--- src/hw/rtl/sorted_set_table_macros.svh ---
// ----------------------------------------------------------------------------
// Sorted set table assertion macros
// Concurrent assertion wrappers, sampled on clk_i and disabled during reset.
// ----------------------------------------------------------------------------
`ifndef SORTED_SET_TABLE_MACROS_SVH
`define SORTED_SET_TABLE_MACROS_SVH

`ifndef SYNTHESIS
// The property must hold at every clock edge outside reset.
`define SST_ASSERT(lbl, prop, msg) \
  lbl: assert property (@(posedge clk_i) disable iff (!rst_ni) prop) else $error(msg);
// The condition must never be seen at a clock edge outside reset.
`define SST_ASSERT_NEVER(lbl, cond, msg) \
  lbl: assert property (@(posedge clk_i) disable iff (!rst_ni) !(cond)) else $error(msg);
`else
`define SST_ASSERT(lbl, prop, msg)
`define SST_ASSERT_NEVER(lbl, cond, msg)
`endif

`endif

--- src/hw/rtl/sst_pkg.sv ---
// ----------------------------------------------------------------------------
// Sorted set table package
// Command codes, fixed field widths, the control bundle sent to the cells and the OR tree depth function.
// ----------------------------------------------------------------------------
package sst_pkg;

  localparam int CMD_W     = 2;
  localparam int KEY_IN_W  = 32;
  localparam int RANK_W    = 8;
  localparam int COUNT_W   = 9;
  localparam int ENTRY_W   = 32;
  localparam int TREE_RADIX = 8;

  localparam logic [CMD_W-1:0] CMD_INSERT   = 2'd0;
  localparam logic [CMD_W-1:0] CMD_ERASE    = 2'd1;
  localparam logic [CMD_W-1:0] CMD_CONTAINS = 2'd2;
  localparam logic [CMD_W-1:0] CMD_GET      = 2'd3;

  // Update strobes for the cell row, valid only in the commit cycle.
  typedef struct packed {
    logic ins;
    logic del;
  } sst_ctrl_t;

  // Number of registered levels of a radix-8 OR tree over n leaves.
  function automatic int tree_levels(input int n);
    return ($clog2(n) + 2) / 3;
  endfunction

endpackage

--- src/hw/rtl/sst_cell.sv ---
// ----------------------------------------------------------------------------
// Sorted set table cell
// Holds one key, compares it with the request key and shifts with its
// neighbors when a key is inserted or erased.
// ----------------------------------------------------------------------------
module sst_cell #(
  parameter int KEY_WIDTH = 32,
  parameter int CNT_W     = 9,
  parameter int IDX       = 0
) (
  input  logic                      clk_i,
  input  logic [KEY_WIDTH-1:0]      key_i,
  input  logic [CNT_W-1:0]          held_i,
  input  logic [sst_pkg::RANK_W-1:0] rank_i,
  input  sst_pkg::sst_ctrl_t        ctrl_i,
  input  logic [KEY_WIDTH-1:0]      prev_key_i,
  input  logic                      prev_lt_i,
  input  logic [KEY_WIDTH-1:0]      next_key_i,
  output logic [KEY_WIDTH-1:0]      key_o,
  output logic                      lt_o,
  output logic [KEY_WIDTH:0]        leaf_o
);

  localparam int RW = (CNT_W > sst_pkg::RANK_W) ? CNT_W : sst_pkg::RANK_W;

  logic [KEY_WIDTH-1:0] key_q, key_d;
  logic                 lt_q, eq_q;
  logic                 occupied;
  logic                 sel;

  assign occupied = CNT_W'(IDX) < held_i;
  assign sel      = RW'(IDX) == RW'(rank_i);

  // Since the row is sorted, the cells that are not below the request key
  // form the upper part of the row, and only they move.
  always_comb begin
    key_d = key_q;
    if (ctrl_i.ins && !lt_q) begin
      key_d = prev_lt_i ? key_i : prev_key_i;
    end else if (ctrl_i.del && !lt_q) begin
      key_d = next_key_i;
    end
  end

  always_ff @(posedge clk_i) begin
    key_q <= key_d;
    lt_q  <= occupied && (key_q < key_i);
    eq_q  <= occupied && (key_q == key_i);
  end

  assign key_o  = key_q;
  assign lt_o   = lt_q;
  assign leaf_o = {eq_q, sel ? key_q : {KEY_WIDTH{1'b0}}};

endmodule

--- config.mk ---
export PLATFORM = sky130hd
export DESIGN_NAME = sst_cell
export DESIGN_NICKNAME = d
export VERILOG_FILES = /design/src/hw/rtl/sorted_set_table_macros.svh /design/src/hw/rtl/sst_pkg.sv /design/src/hw/rtl/sst_cell.sv
export SDC_FILE = /design/constraint.sdc
export NUM_CORES = 1
export LEC_CHECK = 0
export BUFFER_PORTS_ARGS = -buffer_cell sky130_fd_sc_hd__buf_2
export CORE_MARGIN = 4
export CORE_UTILIZATION = 43
export DETAILED_ROUTE_END_ITERATION = 8
export GPL_TIMING_DRIVEN = 0
export HOLD_SLACK_MARGIN = 0.06
export PLACE_DENSITY = 0.91
export SLEW_MARGIN = 20
export SYNTH_ARGS = -nofsm -noshare
export SYNTH_HDL_FRONTEND = slang
export SYNTH_SLANG_ARGS = --single-unit
--- constraint.sdc ---
create_clock -name clk_i -period 3.15 [get_ports clk_i]
set_clock_uncertainty 0.15 [all_clocks]
set_input_delay 0.63 -clock clk_i [delete_from_list [all_inputs] [get_ports clk_i]]
set_output_delay 0.63 -clock clk_i [all_outputs]
set_load 0.1 [all_outputs]
# Word level (Yosys, flattened, before mapping)
# Index checks and enable logic that the tools add are counted.
classes:
  n_reduce_logical: 7
  eq_ne: 1
  magnitude_cmp: 2
  mux: 4
op_table:
  columns: ["op", "n"]
  rows:
  - ["32-bit 2-to-1 mux", 4]
  - ["32-bit equality test", 1]
  - ["32-bit less-than comparator", 1]
  - ["1-bit by 9-bit less-than comparator with 1-bit output, first input constant", 1]
  - ["8-bit zero test", 1]
  - ["1-bit logical AND", 4]
  - ["2-bit nonzero test", 1]
  - ["1-bit zero test", 1]
word_totals:
  out_inout_bits: 66
  elab_cells: 17
  inputBits: 117
  reg_bits: 34

# Depth between registers and ports, before layout
depth:
  depth_word: 4
  depth_mapped: 7

# Worst setup path after synthesis
# Ideal clock, no wire load.
synth_timing:
  path_type: "input-to-output"
  startpoint: "input port rank_i[5] (netlist bit)"
  endpoint: "output port leaf_o[0]"
  required_time_ns: 2.370
  path_buffers: 0
  stages: 2
  arrival_ns: 3.269
  setup_slack_ns: -0.899
  path_cell_list: "or4_4 -> nor3_1"
synth_via:
  elab_chain_len: 2
synth_rtl:
  columns: ["element", "line_no", "rtl"]
  rows:
  - ["start, declared", "sst_cell.sv:14", "input logic [sst_pkg::RANK_W-1:0] rank_i,"]
  - ["8-bit zero test", "sst_cell.sv:32", "assign sel = RW'(IDX) == RW'(rank_i);"]
  - ["32-bit 2-to-1 mux", "sst_cell.sv:53", "assign leaf_o = {eq_q, sel ? key_q : {KEY_WIDTH{1'b0}}};"]
  - ["end, declared", "sst_cell.sv:21", "output logic [KEY_WIDTH:0] leaf_o"]
# Every way passes these cells.

# Final worst setup path
layout_timing:
  startpoint: "input port rank_i[5] (netlist bit)"
  endpoint: "output port leaf_o[14]"
# The elaborated chain is that of the path after synthesis.

==> metrics <==
status=finished, final reports clean; Max clock buf depth=2; worst-case reg-to-reg path depth=6; most common cell after layout, fill and taps aside=buf_2; critical path's top delay family=simple AND/OR/NAND/NOR gates; HPWL Detailed=7314 um; crit end category=primary output; CTS tree=built; total gr overflow=0; Hold Path Class=in2reg; Warnings, synthesis=0; most frequent cells in the layout=184 x buf_2, 41 x nand2_1, 36 x o21ai_0; cell mode on critical path=buf_2; Pleak=2.170 nW; Seq pwr share=0.332; max_cap viols=0; Antenna Violating Nets Remaining=0; synth unique cells=29; crit path kind=in2out; RePlAce Congestion=0.8210; post-layout minimum cycle time=2.998 ns; Critical Path Start Type=input port; largest area contributor in the netlist=edfxtp_1; Final Max Slew Viols=0; Die W=88.25 um; vias in the first global route=3001; ratio of cells with drive above 1 in the final layout=0.4049; first-pass GRT wire length=13310 um; sw frac=0.4953; I/O Buffers=181; clock edge transition at the registers on the reported setup and hold paths=0.07 ns; initial antenna violation count=0; sequential fraction of the synthesis area=0.3615; register area=1001 um^2; max frequency=333.5 MHz; crit path to=leaf_o[14]; Power Density=501.6 nW/um^2; GR Util met3=0.05121; Arr. time, crit path=2.22 ns; multi-input logic area=1573 um^2; Rel. slew slack=0.6292; site row count=28; Slew @ Worst Pin=0.5549 ns; share of the synthesized area in the top cell type=0.3470; FF-to-FF End=lt_o; post-synthesis cell area=2769 um^2; Logic pwr share=0.507; CTS resizes=0; TritonRoute pass-1 iters=4; clk sinks=34; GR Layer Usage met1=0.2309; setup TNS=0 ns; Final #Nets=642; initial drt markers=109; n_diodes=0; Final Hold Fails=0; DRC violations left=0; Critical Path Fanout Max=10; worst hold slack=0.4695 ns; Vias/cell=5.165; Final Cycle Share=0.9519; largest net degree at the start of global routing=18; Worst path slowest cell=or4_4; global routing's busiest layer=met2; CP peak stage delay=0.56 ns; Total GRT Usage=0.2192; worst path bufs/invs=3; WP data required=2.37 ns; Post-Syn Instances=304; CTS buffer count=5; drt wl/cell=15.43 um; Initial Util=0.4542; switching power=0.0009680 W; IO Count=183; crit path launch=rank_i[5]; Mapped Nets=453; Hold Buf Count CTS=0; Die Y=88.25 um; Critical Path Stages=6; Pint=0.0009862 W; fill count=536; synth top area cells=edfxtp_1 35%, ha_1 14%, mux2i_1 12%; post-synthesis to final-layout area growth=40.71%; post-synthesis register bit count=34; post-CTS setup buffer count=0; CP cell instances=buf_2, or4_4, nor2_4, buf_6, and2_1, buf_2; Clock Latency Late Sink=0.29 ns; core area=6096 um^2; Final setup violation count=0; clock power share=0.160; CTS H-tree depth=2; Vias=2939; Clock Root Buffer=clkbuf_8; drt total wl=8782 um; average size of a mapped cell=9.108 um^2; flop-to-flop setup slack=1.22 ns; full die area=7787 um^2; reg2reg start=key_o[23]; unrepaired setup endpoints after global routing=false; met2 usage=0.4344; worst vdd ir=334.2 uV
==> cell type report <==
cell class                      count  area share
Tap cell                           75     0.02408
Sequential cell                    34      0.2569
Clock inverter                      2    0.002248
Buffer                             15     0.02216
Multi-Input combinational cell    221      0.4037
Clock buffer                        6     0.01863
Timing Repair Buffer              182      0.2396
Inverter                           34     0.03276
==> worst min-delay path by stage <==
stage | from | to | slack, ns | cells past startpoint
finish | next_key_i[22] | key_o[22] | 0.47 | 3
global placement | key_o[31] | lt_o | 0.58 | 3
global route | next_key_i[19] | key_o[19] | 0.47 | 3
CTS | next_key_i[0] | key_o[0] | 0.46 | 3
floorplan | next_key_i[0] | key_o[0] | 0.67 | 2
detailed placement | lt_o | key_o[3] | 0.57 | 1
==> worst reg2reg max path: stages (launching register included) <==
cell and delay, ns:
edfxtp_1 0.43, ha_1 0.33, a21oi_1 0.14, o21ai_0 0.10
a221oi_1 0.36, o22ai_1 0.14, nor3_1 0.19
==> flip-flops by register name (all words and copies together), names as in the netlist <==
name,flops
lt_o,1
eq_q,1
key_o,32
==> metal layers <==
layer	up-vias	part of all wire
li1	1447	-
met1	1354	0.37
met2	131	0.54
met3	7	0.082
met4	0	0.0077
met5	-	0
==> stage by stage <==
| step | utilization | area (um^2) | std cells | worst slack [ns] | total power, W |
|---|---|---|---|---|---|
| 5_1_grt | 0.6392 | 3896 | 569 | 0.07604 | 0.002052 |
| 3_5_place_dp | 0.6258 | 3815 | 561 | 0.1380 | 0.001654 |
| 3_3_place_gp | 0.6201 | 3780 | 560 | -0.1739 | 0.001605 |
| 4_1_cts | 0.6392 | 3896 | 569 | 0.1363 | 0.001965 |
| 6_report | 0.6392 | 3896 | 569 | 0.1515 | 0.001954 |
| 2_1_floorplan | - | 2780 | 304 | 0.1343 | 0.001391 |
==> power groups by stage <==
stage          registers (W)  logic [W]  clock network (W)
2_1_floorplan        0.00113   0.000261                  0
3_3_place_gp        0.000655   0.000949                  0
3_5_place_dp        0.000659   0.000995                  0
4_1_cts             0.000649   0.000998           0.000318
5_1_grt             0.000658    0.00106           0.000333
6_report            0.000649   0.000992           0.000313
==> logic make-up after synthesis <==
| group | Yosys count | synth area share |
|---|---|---|
| flip-flops | 34 | 0.3615 |
| buffers and inverters | 49 | 0.07727 |
| adder cells (fa/ha/maj) | 32 | 0.1446 |
| AO/OA/AOI/OAI | 54 | 0.1048 |
| AND/OR/NAND/NOR | 103 | 0.1961 |
| multiplexers | 32 | 0.1157 |
==> synthesized netlist by cell type <==
cell / n
and2_1: 31
a21oi_1: 12
inv_1: 34
or4_4: 2
nor3_1: 5
o211ai_1: 1
nand4_1: 7
nand2_1: 41
o21ai_0: 36
o2111a_1: 1
nor2_1: 4
nor4_1: 2
dfxtp_1: 2
and4_1: 2
nand3_1: 4
nor2_4: 1
buf_6: 3
nand2b_1: 1
buf_2: 3
ha_1: 32
a21o_1: 1
buf_4: 1
clkbuf_1: 8
nand4b_1: 1
mux2i_1: 32
o22ai_1: 1
nor2b_1: 2
a221oi_1: 2
edfxtp_1: 32
Power figures use the tool's default switching activity.
